### config.mk
export PLATFORM = sky130hd
export DESIGN_NAME = linear_scan_register_allocator_unit
export DESIGN_NICKNAME = d
export VERILOG_FILES = /design/src/rtl/core/lsra_pkg.sv /design/src/rtl/core/lsra_ram.sv /design/src/rtl/core/lsra_front.sv /design/src/rtl/core/lsra_queue.sv /design/src/rtl/core/lsra_back.sv /design/src/rtl/core/linear_scan_register_allocator_unit.sv
export SDC_FILE = /design/constraint.sdc
export NUM_CORES = 2
export LEC_CHECK = 0
export BUFFER_PORTS_ARGS = -buffer_cell sky130_fd_sc_hd__buf_2
export CAP_MARGIN = 15
export CORE_MARGIN = 2
export CORE_UTILIZATION = 30
export DETAILED_ROUTE_END_ITERATION = 10
export PLACE_DENSITY = 0.48
export RECOVER_POWER = 25
export SETUP_SLACK_MARGIN = 0.05
export SLEW_MARGIN = 30
export SYNTH_ARGS = -nofsm -noshare
export SYNTH_HDL_FRONTEND = slang
export SYNTH_SLANG_ARGS = --single-unit
### constraint.sdc
create_clock -name i_clk -period 5.9 [get_ports i_clk]
set_clock_uncertainty 0.2 [all_clocks]
set_input_delay 1.18 -clock i_clk [delete_from_list [all_inputs] [get_ports i_clk]]
set_output_delay 1.18 -clock i_clk [all_outputs]
set_load 0.01 [all_outputs]
### src/rtl/core/lsra_pkg.sv
`timescale 1ns / 1ps
// ----------------------------------------------------------------------------
// lsra_pkg: shared types, constants and helpers
// Types and sizing for the linear scan register allocator unit.
// ----------------------------------------------------------------------------
package lsra_pkg;

    // Sizing
    localparam int MAX_REGS    = 64;
    localparam int MAX_INSTR   = 4096;
    localparam int FIELD_W     = 12;
    localparam int OUT_REG_W   = 6;
    localparam int IDX_W       = $clog2(MAX_REGS);
    localparam int CNT_W       = $clog2(MAX_REGS + 1);
    localparam int INSTR_LIM   = (MAX_INSTR < (1 << FIELD_W)) ? MAX_INSTR : (1 << FIELD_W);
    localparam int QUEUE_DEPTH = 2;
    localparam int Q_PTR_W     = $clog2(QUEUE_DEPTH);
    localparam int Q_CNT_W     = $clog2(QUEUE_DEPTH + 1);

    // Input transaction
    typedef struct packed {
        logic               first_of_run;
        logic [FIELD_W-1:0] interval_start;
        logic [FIELD_W-1:0] interval_end;
        logic [FIELD_W-1:0] interval_tag;
    } t_item;

    // Output transaction
    typedef struct packed {
        logic [FIELD_W-1:0]   result_tag;
        logic [OUT_REG_W-1:0] assigned_register;
        logic                 overflow;
        logic                 order_error;
    } t_result;

    // Classified command handed from front to back
    typedef struct packed {
        logic               first_of_run;
        logic [FIELD_W-1:0] start_time;
        logic [FIELD_W-1:0] end_time;
        logic [FIELD_W-1:0] tag;
        logic               order_error;
    } t_cmd;

    // Queue push side
    typedef struct packed {
        logic push;
        t_cmd cmd;
    } t_q_push;

    // One active list entry
    typedef struct packed {
        logic [FIELD_W-1:0] end_time;
        logic [IDX_W-1:0]   reg_num;
    } t_entry;

    localparam int ENTRY_W = $bits(t_entry);

    typedef enum logic [1:0] {
        ST_IDLE,
        ST_SCAN,
        ST_POP,
        ST_FINISH
    } t_back_state;

    // Saturate an instruction index to the supported range
    function automatic logic [FIELD_W-1:0] clamp_instr(input logic [FIELD_W-1:0] v);
        logic [FIELD_W-1:0] res;
        res = v;
        if (32'(v) >= 32'(INSTR_LIM)) begin
            res = FIELD_W'(INSTR_LIM - 1);
        end
        return res;
    endfunction

    // Circular index step down
    function automatic logic [IDX_W-1:0] idx_dec(input logic [IDX_W-1:0] x);
        logic [IDX_W-1:0] res;
        if (x == '0) begin
            res = IDX_W'(MAX_REGS - 1);
        end else begin
            res = x - 1'b1;
        end
        return res;
    endfunction

    // Circular index step up
    function automatic logic [IDX_W-1:0] idx_inc(input logic [IDX_W-1:0] x);
        logic [IDX_W-1:0] res;
        if (x == IDX_W'(MAX_REGS - 1)) begin
            res = '0;
        end else begin
            res = x + 1'b1;
        end
        return res;
    endfunction

    // Low bits of a register number for the result field
    function automatic logic [OUT_REG_W-1:0] reg_to_out(input logic [IDX_W-1:0] x);
        logic [31:0] wide;
        wide = 32'(x);
        return wide[OUT_REG_W-1:0];
    endfunction

endpackage

### src/rtl/core/lsra_ram.sv
`timescale 1ns / 1ps
// ----------------------------------------------------------------------------
// lsra_ram: generic simple dual-port RAM
// One write port, one read port, registered read data.
// ----------------------------------------------------------------------------
module lsra_ram #(
    parameter int WIDTH = 8,
    parameter int DEPTH = 64
) (
    input  logic                     i_clk,
    input  logic                     i_wr_en,
    input  logic [$clog2(DEPTH)-1:0] i_wr_addr,
    input  logic [WIDTH-1:0]         i_wr_data,
    input  logic                     i_rd_en,
    input  logic [$clog2(DEPTH)-1:0] i_rd_addr,
    output logic [WIDTH-1:0]         o_rd_data
);

    logic [WIDTH-1:0] r_mem [DEPTH];
    logic [WIDTH-1:0] r_rd_data;

    always_ff @(posedge i_clk) begin
        if (i_wr_en) begin
            r_mem[i_wr_addr] <= i_wr_data;
        end
        if (i_rd_en) begin
            r_rd_data <= r_mem[i_rd_addr];
        end
    end

    assign o_rd_data = r_rd_data;

endmodule

### src/rtl/core/lsra_front.sv
`timescale 1ns / 1ps
// ----------------------------------------------------------------------------
// lsra_front: input acceptance and classification
// Saturates the interval bounds, checks start order, forms a command.
// ----------------------------------------------------------------------------
module lsra_front (
    input  logic            i_clk,
    input  logic            i_rst_n,
    input  logic            i_valid,
    input  lsra_pkg::t_item i_item,
    input  logic            i_q_full,
    output logic            o_stall,
    output lsra_pkg::t_q_push o_q
);

    logic [lsra_pkg::FIELD_W-1:0] r_prev_start;
    logic [lsra_pkg::FIELD_W-1:0] n_prev_start;
    logic [lsra_pkg::FIELD_W-1:0] start_c;
    logic                         accept;

    assign o_stall = i_q_full;
    assign accept  = i_valid && !i_q_full;
    assign start_c = lsra_pkg::clamp_instr(i_item.interval_start);

    // Classify the transaction
    always_comb begin
        o_q.push             = accept;
        o_q.cmd.first_of_run = i_item.first_of_run;
        o_q.cmd.start_time   = start_c;
        o_q.cmd.end_time     = lsra_pkg::clamp_instr(i_item.interval_end);
        o_q.cmd.tag          = i_item.interval_tag;
        // a new run restarts the order check
        o_q.cmd.order_error  = !i_item.first_of_run && (start_c < r_prev_start);
        n_prev_start         = accept ? start_c : r_prev_start;
    end

    always_ff @(posedge i_clk) begin
        if (!i_rst_n) begin
            r_prev_start <= '0;
        end else begin
            r_prev_start <= n_prev_start;
        end
    end

endmodule

### src/rtl/core/lsra_queue.sv
`timescale 1ns / 1ps
// ----------------------------------------------------------------------------
// lsra_queue: command queue between front and back
// Small register FIFO so that either side can stall on its own.
// ----------------------------------------------------------------------------
module lsra_queue (
    input  logic              i_clk,
    input  logic              i_rst_n,
    input  lsra_pkg::t_q_push i_q,
    output logic              o_full,
    input  logic              i_pop,
    output logic              o_valid,
    output lsra_pkg::t_cmd    o_cmd
);

    lsra_pkg::t_cmd               r_mem [lsra_pkg::QUEUE_DEPTH];
    logic [lsra_pkg::Q_PTR_W-1:0] r_wr_ptr;
    logic [lsra_pkg::Q_PTR_W-1:0] r_rd_ptr;
    logic [lsra_pkg::Q_CNT_W-1:0] r_cnt;
    logic [lsra_pkg::Q_PTR_W-1:0] n_wr_ptr;
    logic [lsra_pkg::Q_PTR_W-1:0] n_rd_ptr;
    logic [lsra_pkg::Q_CNT_W-1:0] n_cnt;
    logic                         do_push;
    logic                         do_pop;

    assign o_full  = (r_cnt == lsra_pkg::Q_CNT_W'(lsra_pkg::QUEUE_DEPTH));
    assign o_valid = (r_cnt != '0);
    assign o_cmd   = r_mem[r_rd_ptr];
    assign do_push = i_q.push && !o_full;
    assign do_pop  = i_pop && o_valid;

    // Pointer and occupancy update
    always_comb begin
        n_wr_ptr = r_wr_ptr;
        n_rd_ptr = r_rd_ptr;
        n_cnt    = r_cnt;
        if (do_push) begin
            n_wr_ptr = (r_wr_ptr == lsra_pkg::Q_PTR_W'(lsra_pkg::QUEUE_DEPTH - 1)) ?
                       '0 : r_wr_ptr + 1'b1;
        end
        if (do_pop) begin
            n_rd_ptr = (r_rd_ptr == lsra_pkg::Q_PTR_W'(lsra_pkg::QUEUE_DEPTH - 1)) ?
                       '0 : r_rd_ptr + 1'b1;
        end
        if (do_push && !do_pop) begin
            n_cnt = r_cnt + 1'b1;
        end else if (do_pop && !do_push) begin
            n_cnt = r_cnt - 1'b1;
        end
    end

    always_ff @(posedge i_clk) begin
        if (!i_rst_n) begin
            r_wr_ptr <= '0;
            r_rd_ptr <= '0;
            r_cnt    <= '0;
        end else begin
            r_wr_ptr <= n_wr_ptr;
            r_rd_ptr <= n_rd_ptr;
            r_cnt    <= n_cnt;
        end
    end

    // Entry storage
    always_ff @(posedge i_clk) begin
        if (do_push) begin
            r_mem[r_wr_ptr] <= i_q.cmd;
        end
    end

endmodule

### src/rtl/core/lsra_back.sv
`timescale 1ns / 1ps
// ----------------------------------------------------------------------------
// lsra_back: expiry scan and register assignment
// The active list is a circular region ending at the tail pointer. The scan
// walks it from the tail down, one RAM read per cycle, pushes expired
// registers on the free stack and rewrites survivors in place toward the
// tail, so the list stays contiguous and keeps its order.
// ----------------------------------------------------------------------------
module lsra_back (
    input  logic              i_clk,
    input  logic              i_rst_n,
    input  logic              i_q_valid,
    input  lsra_pkg::t_cmd    i_q_cmd,
    output logic              o_q_pop,
    output logic              o_valid,
    input  logic              i_stall,
    output lsra_pkg::t_result o_result
);

    localparam int IDX_W = lsra_pkg::IDX_W;
    localparam int CNT_W = lsra_pkg::CNT_W;

    lsra_pkg::t_back_state r_state, n_state;
    lsra_pkg::t_cmd        r_cmd, n_cmd;
    logic [IDX_W-1:0]      r_tail, n_tail;
    logic [CNT_W-1:0]      r_count, n_count;
    logic [CNT_W-1:0]      r_free_cnt, n_free_cnt;
    logic [CNT_W-1:0]      r_left, n_left;
    logic [CNT_W-1:0]      r_surv, n_surv;
    logic [IDX_W-1:0]      r_rp, n_rp;
    logic [IDX_W-1:0]      r_wp, n_wp;
    logic                  r_pend, n_pend;
    logic                  r_out_valid, n_out_valid;
    lsra_pkg::t_result     r_out, n_out;

    // RAM ports
    logic                          act_wr_en, act_rd_en;
    logic [IDX_W-1:0]              act_wr_addr, act_rd_addr;
    lsra_pkg::t_entry              act_wr_data, act_rd_data;
    logic                          free_wr_en, free_rd_en;
    logic [IDX_W-1:0]              free_wr_addr, free_rd_addr;
    logic [IDX_W-1:0]              free_wr_data, free_rd_data;

    logic             slot_free;
    logic             expired;
    logic             ovf;
    logic [IDX_W-1:0] new_reg;
    logic [CNT_W-1:0] free_dec;

    assign slot_free = !r_out_valid || !i_stall;
    assign expired   = (act_rd_data.end_time <= r_cmd.start_time);
    assign ovf       = (r_count >= CNT_W'(lsra_pkg::MAX_REGS));
    assign free_dec  = r_free_cnt - 1'b1;
    assign new_reg   = (r_free_cnt != '0) ? free_rd_data : r_count[IDX_W-1:0];

    lsra_ram #(
        .WIDTH (lsra_pkg::ENTRY_W),
        .DEPTH (lsra_pkg::MAX_REGS)
    ) u_active_ram (
        .i_clk     (i_clk),
        .i_wr_en   (act_wr_en),
        .i_wr_addr (act_wr_addr),
        .i_wr_data (act_wr_data),
        .i_rd_en   (act_rd_en),
        .i_rd_addr (act_rd_addr),
        .o_rd_data (act_rd_data)
    );

    lsra_ram #(
        .WIDTH (IDX_W),
        .DEPTH (lsra_pkg::MAX_REGS)
    ) u_free_ram (
        .i_clk     (i_clk),
        .i_wr_en   (free_wr_en),
        .i_wr_addr (free_wr_addr),
        .i_wr_data (free_wr_data),
        .i_rd_en   (free_rd_en),
        .i_rd_addr (free_rd_addr),
        .o_rd_data (free_rd_data)
    );

    // Next state
    always_comb begin
        n_state = r_state;
        case (r_state)
            lsra_pkg::ST_IDLE: begin
                if (i_q_valid) begin
                    n_state = lsra_pkg::ST_SCAN;
                end
            end
            lsra_pkg::ST_SCAN: begin
                if (r_left == '0 && !r_pend) begin
                    n_state = lsra_pkg::ST_POP;
                end
            end
            lsra_pkg::ST_POP: begin
                n_state = lsra_pkg::ST_FINISH;
            end
            lsra_pkg::ST_FINISH: begin
                if (slot_free) begin
                    n_state = lsra_pkg::ST_IDLE;
                end
            end
            default: begin
                n_state = lsra_pkg::ST_IDLE;
            end
        endcase
    end

    // Datapath and RAM control
    always_comb begin
        n_cmd        = r_cmd;
        n_tail       = r_tail;
        n_count      = r_count;
        n_free_cnt   = r_free_cnt;
        n_left       = r_left;
        n_surv       = r_surv;
        n_rp         = r_rp;
        n_wp         = r_wp;
        n_pend       = 1'b0;
        n_out        = r_out;
        n_out_valid  = r_out_valid && i_stall;
        o_q_pop      = 1'b0;
        act_wr_en    = 1'b0;
        act_wr_addr  = r_wp;
        act_wr_data  = act_rd_data;
        act_rd_en    = 1'b0;
        act_rd_addr  = r_rp;
        free_wr_en   = 1'b0;
        free_wr_addr = r_free_cnt[IDX_W-1:0];
        free_wr_data = act_rd_data.reg_num;
        free_rd_en   = 1'b0;
        free_rd_addr = free_dec[IDX_W-1:0];

        case (r_state)
            lsra_pkg::ST_IDLE: begin
                if (i_q_valid) begin
                    o_q_pop = 1'b1;
                    n_cmd   = i_q_cmd;
                    n_rp    = lsra_pkg::idx_dec(r_tail);
                    n_wp    = lsra_pkg::idx_dec(r_tail);
                    n_surv  = '0;
                    // start of a run drops the whole allocation state
                    if (i_q_cmd.first_of_run) begin
                        n_count    = '0;
                        n_free_cnt = '0;
                        n_left     = '0;
                    end else begin
                        n_left     = r_count;
                    end
                end
            end
            lsra_pkg::ST_SCAN: begin
                // issue the next read, newest entry first
                if (r_left != '0) begin
                    act_rd_en = 1'b1;
                    n_rp      = lsra_pkg::idx_dec(r_rp);
                    n_left    = r_left - 1'b1;
                    n_pend    = 1'b1;
                end
                // retire the entry read last cycle
                if (r_pend) begin
                    if (expired) begin
                        if (r_free_cnt < CNT_W'(lsra_pkg::MAX_REGS)) begin
                            free_wr_en = 1'b1;
                            n_free_cnt = r_free_cnt + 1'b1;
                        end
                    end else begin
                        act_wr_en = 1'b1;
                        n_wp      = lsra_pkg::idx_dec(r_wp);
                        n_surv    = r_surv + 1'b1;
                    end
                end
                if (r_left == '0 && !r_pend) begin
                    n_count = r_surv;
                end
            end
            lsra_pkg::ST_POP: begin
                free_rd_en = (r_free_cnt != '0);
            end
            lsra_pkg::ST_FINISH: begin
                if (slot_free) begin
                    n_out_valid           = 1'b1;
                    n_out.result_tag      = r_cmd.tag;
                    n_out.overflow        = ovf;
                    n_out.order_error     = r_cmd.order_error;
                    n_out.assigned_register = ovf ? '0 : lsra_pkg::reg_to_out(new_reg);
                    if (!ovf) begin
                        act_wr_en            = 1'b1;
                        act_wr_addr          = r_tail;
                        act_wr_data.end_time = r_cmd.end_time;
                        act_wr_data.reg_num  = new_reg;
                        n_tail               = lsra_pkg::idx_inc(r_tail);
                        n_count              = r_count + 1'b1;
                        if (r_free_cnt != '0) begin
                            n_free_cnt = free_dec;
                        end
                    end
                end
            end
            default: begin
                n_pend = 1'b0;
            end
        endcase
    end

    // Control registers
    always_ff @(posedge i_clk) begin
        if (!i_rst_n) begin
            r_state     <= lsra_pkg::ST_IDLE;
            r_tail      <= '0;
            r_count     <= '0;
            r_free_cnt  <= '0;
            r_left      <= '0;
            r_pend      <= 1'b0;
            r_out_valid <= 1'b0;
        end else begin
            r_state     <= n_state;
            r_tail      <= n_tail;
            r_count     <= n_count;
            r_free_cnt  <= n_free_cnt;
            r_left      <= n_left;
            r_pend      <= n_pend;
            r_out_valid <= n_out_valid;
        end
    end

    // Payload registers
    always_ff @(posedge i_clk) begin
        r_cmd  <= n_cmd;
        r_surv <= n_surv;
        r_rp   <= n_rp;
        r_wp   <= n_wp;
        r_out  <= n_out;
    end

    assign o_valid  = r_out_valid;
    assign o_result = r_out;

endmodule

### src/rtl/core/linear_scan_register_allocator_unit.sv
`timescale 1ns / 1ps
// ----------------------------------------------------------------------------
// linear_scan_register_allocator_unit: register allocator top level
// The back end takes a command from the queue, scans the active list for
// expired entries, reads the free stack and writes the result; the scan
// reads no entry when the active list is empty or the interval starts a
// run. The time per interval is set by the expiry scan, which reads the
// active list RAM one entry per cycle through its single read port. A
// stalled result holds the back end in its finish state. A two-entry command
// queue lets the front accept and check intervals while the back end is
// scanning, and the result register lets a new interval start while the
// previous result waits downstream.
// ----------------------------------------------------------------------------
module linear_scan_register_allocator_unit (
    input  logic              i_clk,
    input  logic              i_rst_n,
    input  logic              i_valid,
    output logic              o_stall,
    input  lsra_pkg::t_item   i_item,
    output logic              o_valid,
    input  logic              i_stall,
    output lsra_pkg::t_result o_result
);

    lsra_pkg::t_q_push q_push;
    lsra_pkg::t_cmd    q_cmd;
    logic              q_full;
    logic              q_valid;
    logic              q_pop;

    // Accept and classify
    lsra_front u_front (
        .i_clk    (i_clk),
        .i_rst_n  (i_rst_n),
        .i_valid  (i_valid),
        .i_item   (i_item),
        .i_q_full (q_full),
        .o_stall  (o_stall),
        .o_q      (q_push)
    );

    // Decoupling queue
    lsra_queue u_queue (
        .i_clk   (i_clk),
        .i_rst_n (i_rst_n),
        .i_q     (q_push),
        .o_full  (q_full),
        .i_pop   (q_pop),
        .o_valid (q_valid),
        .o_cmd   (q_cmd)
    );

    // Scan and assign
    lsra_back u_back (
        .i_clk     (i_clk),
        .i_rst_n   (i_rst_n),
        .i_q_valid (q_valid),
        .i_q_cmd   (q_cmd),
        .o_q_pop   (q_pop),
        .o_valid   (o_valid),
        .i_stall   (i_stall),
        .o_result  (o_result)
    );

endmodule

; Word-level counts from Yosys, hierarchy flattened
; Memories as Yosys holds them, arrays and structs flattened. A register that Yosys moved wholly into a read port is not among the register bits.
; Index checks and enable logic that the tools add are counted.
; Widths: inputs -> output; s select.
[totals]
mem_count = 3
input_bits = 41
wordCells = 164
regBits = 123
mem_bits_rw = 1612
[op_classes]
n_reduce_logical = 35
n_mux = 70
addsub = 13
n_lt_le_gt_ge = 4
bitwise = 1
n_eq_ne = 16
[memory_table]
columns = memory, words, word_bits, rd, rd_ports_with_merged_regs, write_ports, line
row1 = u_back.u_active_ram.r_mem, 64, 18, 1, 1, 1, lsra_ram.sv:19  ; logic [WIDTH-1:0] r_mem [DEPTH];
row2 = u_back.u_free_ram.r_mem, 64, 6, 1, 1, 1, lsra_ram.sv:19
row3 = u_queue.r_mem, 2, 38, 1, 1, 1, lsra_queue.sv:16  ; lsra_pkg::t_cmd r_mem [lsra_pkg::QUEUE_DEPTH];
[op_table]
columns = op, count
row1 = $mux 7, 17
row2 = $mux 6, 12
row3 = $mux 18, 3
row4 = $pmux 7 s3, 2
row5 = $pmux 7 s2, 2
row6 = $mux 1, 25
row7 = $pmux 6 s2, 2
row8 = $add 7x1->7 const B, 3
row9 = $logic_not 6->1, 3
row10 = $sub 6x1->6 const B, 3
row11 = $ne 2x1->1 const B, 8
row12 = $reduce_bool 7->1, 2
row13 = $sub 7x1->7 const B, 2
row14 = $le 12x12->1, 1
row15 = $lt 12x12->1, 1
row16 = $mux 2, 5
row17 = $reduce_and 3->1, 3
row18 = $reduce_and 9->1, 1
row19 = $logic_and 1x1->1, 8
row20 = $pmux 2 s4, 1
row21 = $ge 7x7->1 const B, 1
row22 = $logic_not 1->1, 7
row23 = $logic_not 7->1, 1
row24 = $lt 7x7->1 const B, 1
row25 = 17 further kinds, 25

; Longest topological paths before layout
[depth]
ltp_word = 8
ltp_mapped = 13

; Cells and area by module
; From an unflattened synthesis, not the netlist that was laid out.
[unflattened]
cells_unflattened = 3499
hier_area_um2 = 69588.0
[by_module_without_submodules]
columns = mod, n_inst, cells_each, area_per_inst_um2
row1 = lsra_ram (u_back.u_active_ram), 1, 1957, 44813.0
row2 = lsra_ram (u_back.u_free_ram), 1, 720, 15285.9
row3 = lsra_back, 1, 548, 5471.5
row4 = lsra_queue, 1, 143, 2979.1
row5 = lsra_front, 1, 131, 1038.5

; Worst setup path after synthesis
; OpenSTA, ideal clock, no wires.
[synth_timing]
kind = input -> register
from = in i_stall
to = mem u_back.u_active_ram.r_mem[0][6] in the netlist's numbering (data pin)
required_ps = 4998
arrival_ps = 4494
stages = 5
setup_slack_ps = 504
setup_time_ps = 702
n_path_buf = 2
cell_sequence = a21boi_2 > nor2b_1 > buf_2 > buf_2 > o21ai_0
[synth_lines]
columns = item, line
row1 = "start, declared", linear_scan_register_allocator_unit.sv:21  ; input logic i_stall,
row2 = "end, declared", lsra_ram.sv:19

; Worst setup path after layout
[layout_timing]
from = reg u_back.r_state[1]
to = reg u_back.r_surv[2], enable pin
[layout_via]
elab_chain_cells = 3
word_cells_on_any_way = 7
classes_between = 4 x eq/ne / 3 x reduce/logical
[layout_rtl]
columns = item, line
row1 = "start, declared", lsra_back.sv:23  ; lsra_pkg::t_back_state r_state, n_state;
row2 = "start signal, assigned", lsra_back.sv:210  ; r_state <= lsra_pkg::ST_IDLE;
row3 = "start signal, assigned", lsra_back.sv:218  ; r_state <= n_state;
row4 = $eq 2x1->1 / $logic_not 2->1 (equally long branches), lsra_back.sv:135  ; case (r_state)
row5 = $ne 2x1->1 (no source line) (tied with other cells), n/a
row6 = $reduce_and 4->1 (no source line) (*), n/a
row7 = "end signal, assigned", lsra_back.sv:231  ; r_surv <= n_surv;
row8 = "end, declared", lsra_back.sv:29  ; logic [CNT_W-1:0] r_surv, n_surv;
; Mark *: on every way between the ends. The rest lies on a longest branch, timed or not.
; A chain may end at the register's enable or synchronous reset.

==> metrics.log <==
[metrics] outcome: finished, violations left
[metrics] violated checks: capacitance limit, slew limit
[metrics] share of synthesized registers carrying an async set or reset: 0%
[metrics] commonest cells after routing, fill and taps aside: 1712 x sky130_fd_sc_hd__edfxtp_1, 397 x sky130_fd_sc_hd__mux4_2, 224 x sky130_fd_sc_hd__nand2_1
[metrics] HPWL after DPL: 115 mm
[metrics] number of nets in the layout: 3799
[metrics] post-route minimum period: 4.94 ns
[metrics] most common cell after layout, fill and taps aside: sky130_fd_sc_hd__edfxtp_1
[metrics] maximum number of buffers from clock root to sink: 3
[metrics] cell-internal power: 0.0250 W
[metrics] leading cell types by total area after synthesis: sky130_fd_sc_hd__edfxtp_1 74%, sky130_fd_sc_hd__mux4_2 13%, sky130_fd_sc_hd__dfxtp_1 1.4%, sky130_fd_sc_hd__nand2_1 1.3%, sky130_fd_sc_hd__mux2i_1 0.97%
[metrics] setup repair after global routing missed its margin: false
[metrics] number of rows in the core area: 176
[metrics] post-synth top area share: 74.3%
[metrics] sequential fraction of the synthesis area: 75.7%
[metrics] Overflow after GRT: 0
[metrics] sequential group share of total power: 43.9%
[metrics] wire length of the first global-routing pass: 264 mm
[metrics] kind of start point of the critical path: register
[metrics] part of the total power dissipated in the clock network: 29.9%
[metrics] number of clock sinks: 1760
[metrics] Port Buffers: 62
[metrics] highest net fanout along the worst path: 33
[metrics] transition time of the tightest slew-check pin: 3.22 ns
[metrics] post-CTS setup repair buffer count: 0
[metrics] clock tree from TritonCTS: done
[metrics] drt first pass iters: 5
[metrics] Final Instance Area: 79500 um^2
[metrics] Synth Flop Type: sky130_fd_sc_hd__edfxtp_1
[metrics] Data arrival, critical path: 5.16 ns
[metrics] flops & latches, synth: 1760
[metrics] final number of max-transition violations: 569
[metrics] Clock Root Buffer: sky130_fd_sc_hd__clkbuf_16
[metrics] number of stages on the worst hold path: 0
[metrics] Initial Utilization: 30.1%
[metrics] final hold slack: 0.218 ns
[metrics] clock latency of the later-clocked register in the worst-skew pair: 0.86 ns
[metrics] number of fill cells in the layout: 21.5k
[metrics] syn avg cell area: 19.6 um^2
[metrics] Max Freq: 0.203 GHz
[metrics] count of max-cap constraint violations: 13
[metrics] post-synth net total: 3612
[metrics] number of buffers inserted for hold repair after clock tree synthesis: 0
[metrics] number of buffers inserted during clock tree synthesis: 181
[metrics] Core ar.: 230000 um^2
[metrics] Worst slew margin: -114%
[metrics] remaining design rule violation count: 0
[metrics] number of H-tree levels: 4
[metrics] number of cells on the worst reg-to-reg path: 7
[metrics] growth of design area from synthesis to finish: 15.0%
[metrics] worst setup path class: reg2reg
[metrics] detailed router's first-iteration violation count: 3289
[metrics] proportion of power drawn by combinational gates: 26.2%
[metrics] summed instance area of the synthesized netlist: 69200 um^2
[metrics] maximum vdd drop: 0.324 mV
[metrics] Crit path required time: 6.12 ns
[metrics] Warnings, synthesis: 0
[metrics] Static Leak: 24.6 nW
[metrics] post-synthesis cell type count: 64
[metrics] switching fraction of total power: 31.7%
[metrics] EDFF count, synth: 1712
[metrics] Vias: 34.5k
[metrics] CP Capture Type: register
[metrics] net load switching power: 0.0116 W
[metrics] Min-Delay Path Class: reg2reg
[metrics] post-cts resize count: 0
[metrics] Die W: 484 um
[metrics] setup violators final: 0
[metrics] number of routed nets with antenna violations: 0
[metrics] initial antenna violation count: 15
[metrics] die area: 234000 um^2
[metrics] layout cells sized above 1: 23.4%
[metrics] pwr/cell area: 461 nW/um^2
[metrics] largest net degree at the start of global routing: 116
[metrics] Hold Vio Cnt, Final: 0
[metrics] Die Span Y: 484 um
[metrics] instance count of the mapped netlist: 3527
[metrics] Total GRT Usage: 15.5%
[metrics] setup total negative slack: 0 ns
[metrics] post-placement cell area: 74100 um^2
[metrics] clock edge transition at the registers on the reported setup and hold paths: 0.07 ns
[metrics] vias per std cell: 5.00
[metrics] via count of the first global-routing pass: 35.1k
[metrics] cell accounting for the most synthesized area: sky130_fd_sc_hd__edfxtp_1
[metrics] I/O Pins: 63
[metrics] WL final: 184 mm
[metrics] average routed wire per standard cell: 26.7 um
[metrics] routability congestion estimate: 0.833
[metrics] crit share post-route: 83.7%
-- metal layers --
metal | vias to the layer above | routed length, um | GRT usage, %
met3 | 230 | 10400 | 2.82
li1 | 14776 | - | -
met4 | 2 | 3910 | 3.91
met5 | - | 13 | 0
met1 | 18422 | 83900 | 22.4
met2 | 1021 | 85500 | 24.3
-- through the flow --
step / worst slack [ns] / util (%) / cells / total power, W
after global routing: 0.632 / 34.6 / 6886 / 0.0382
after floorplan: 0.504 / - / 3527 / 0.0220
after detailed placement: 1.35 / 32.2 / 6557 / 0.0261
final: 0.964 / 34.6 / 6887 / 0.0367
after CTS: 1.54 / 34.7 / 6886 / 0.0371
after global placement: 1.37 / 32.2 / 6557 / 0.0261
-- critical path, stage by stage (launching register included) --
cell,delay (ns)
sky130_fd_sc_hd__dfxtp_1,0.37
sky130_fd_sc_hd__inv_1,0.09
sky130_fd_sc_hd__ha_1,0.20
sky130_fd_sc_hd__clkbuf_1,0.74
sky130_fd_sc_hd__inv_1,0.25
sky130_fd_sc_hd__clkbuf_1,1.11
sky130_fd_sc_hd__a21oi_1,0.18
sky130_fd_sc_hd__nor2b_1,1.35
-- cell usage after synthesis, types with 5 or more instances --
master / instances
sky130_fd_sc_hd__nand4_1: 19
sky130_fd_sc_hd__clkbuf_1: 92
sky130_fd_sc_hd__nor3_1: 98
sky130_fd_sc_hd__nand3_1: 66
sky130_fd_sc_hd__dfxtp_1: 48
sky130_fd_sc_hd__buf_1: 30
sky130_fd_sc_hd__a22oi_1: 17
sky130_fd_sc_hd__nand2b_1: 8
sky130_fd_sc_hd__buf_6: 14
sky130_fd_sc_hd__mux4_2: 397
sky130_fd_sc_hd__a211oi_1: 26
sky130_fd_sc_hd__o21ai_1: 21
sky130_fd_sc_hd__o221ai_1: 23
sky130_fd_sc_hd__nand2_1: 235
sky130_fd_sc_hd__nor2b_1: 8
sky130_fd_sc_hd__ha_1: 44
sky130_fd_sc_hd__or3_1: 11
sky130_fd_sc_hd__or2_2: 5
sky130_fd_sc_hd__buf_2: 45
sky130_fd_sc_hd__o211ai_1: 7
sky130_fd_sc_hd__and3_1: 6
sky130_fd_sc_hd__buf_4: 15
sky130_fd_sc_hd__xnor2_1: 16
sky130_fd_sc_hd__mux2_2: 37
sky130_fd_sc_hd__a21oi_1: 78
sky130_fd_sc_hd__a32oi_1: 7
sky130_fd_sc_hd__and2_1: 16
sky130_fd_sc_hd__nor2_1: 151
sky130_fd_sc_hd__edfxtp_1: 1712
sky130_fd_sc_hd__xor2_1: 13
sky130_fd_sc_hd__mux2i_1: 67
sky130_fd_sc_hd__o22ai_1: 27
sky130_fd_sc_hd__a221oi_1: 8
sky130_fd_sc_hd__o21ai_0: 36
sky130_fd_sc_hd__a31oi_1: 22
sky130_fd_sc_hd__nand3b_1: 5
sky130_fd_sc_hd__a22o_1: 7
sky130_fd_sc_hd__inv_1: 52
-- power by group through the flow --
stage | Sequential (W) | Clock, W | Combinational, W
after floorplan | 0.0163 | 0 | 0.00575
after global placement | 0.0163 | 0 | 0.00974
after detailed placement | 0.0163 | 0 | 0.00982
after CTS | 0.0161 | 0.0112 | 0.00983
after global routing | 0.0162 | 0.0118 | 0.0103
final | 0.0161 | 0.0109 | 0.00961
-- worst paths after layout --
path | startpoint | end | slack (ns)
setup reg to reg | u_back.r_state[1]$_SDFFE_PN0P_ | u_back.r_surv[2]$_SDFFCE_PN0P_ | 0.96
hold reg to reg | u_back.r_cmd[11]$_DFFE_PP_ | u_back.o_result[18]$_DFFE_PP_ | 0.22
setup / recovery | u_back.r_state[1]$_SDFFE_PN0P_ | u_back.r_surv[2]$_SDFFCE_PN0P_ | 0.96
hold / removal | u_back.r_cmd[11]$_DFFE_PP_ | u_back.o_result[18]$_DFFE_PP_ | 0.22
-- final cells by class --
| type | instances | area [um^2] | area share, % |
|---|---|---|---|
| well taps | 3026 | 3790 | 4.76 |
| clock inverters | 93 | 769 | 0.967 |
| multi-input cells | 1517 | 16100 | 20.3 |
| clock buffers | 236 | 4840 | 6.09 |
| repair buffers | 201 | 1450 | 1.82 |
| diodes | 1 | 2.50 | 0.00315 |
| inverters | 53 | 201 | 0.253 |
| flip-flops and latches | 1760 | 52400 | 65.9 |
-- state kept, by name (all words and copies together), names as in the netlist, 2 cells and up, named ones only --
signal and cells:
u_back.act_rd_addr 6, u_back.u_free_ram.o_rd_data 6, u_back.r_left 7, u_back.r_surv 7, u_queue.r_mem 76, u_back.u_active_ram.r_mem 1152
u_queue.r_cnt 2, u_back.r_wp 6, u_back.r_cmd 37, u_back.o_result 20, u_back.r_state 2, u_front.r_prev_start 12
u_back.u_free_ram.r_mem 384, u_back.r_free_cnt 7, u_back.r_count 7, u_back.u_active_ram.o_rd_data 18, u_back.r_tail 6
-- cells by family after synthesis --
| kind of cell | count (synthesis) | share of synthesized area (%) |
|---|---|---|
| AOI/OAI and AO/OA | 306 | 2.88 |
| xor gates and xnor gates | 29 | 0.367 |
| adders and majority gates | 44 | 0.796 |
| buffers and inverters | 250 | 1.67 |
| DFF | 1760 | 75.7 |
| muxes | 501 | 14.5 |
| and+or+nand+nor | 637 | 4.09 |
Note: power is estimated with default switching activity, not from simulation.
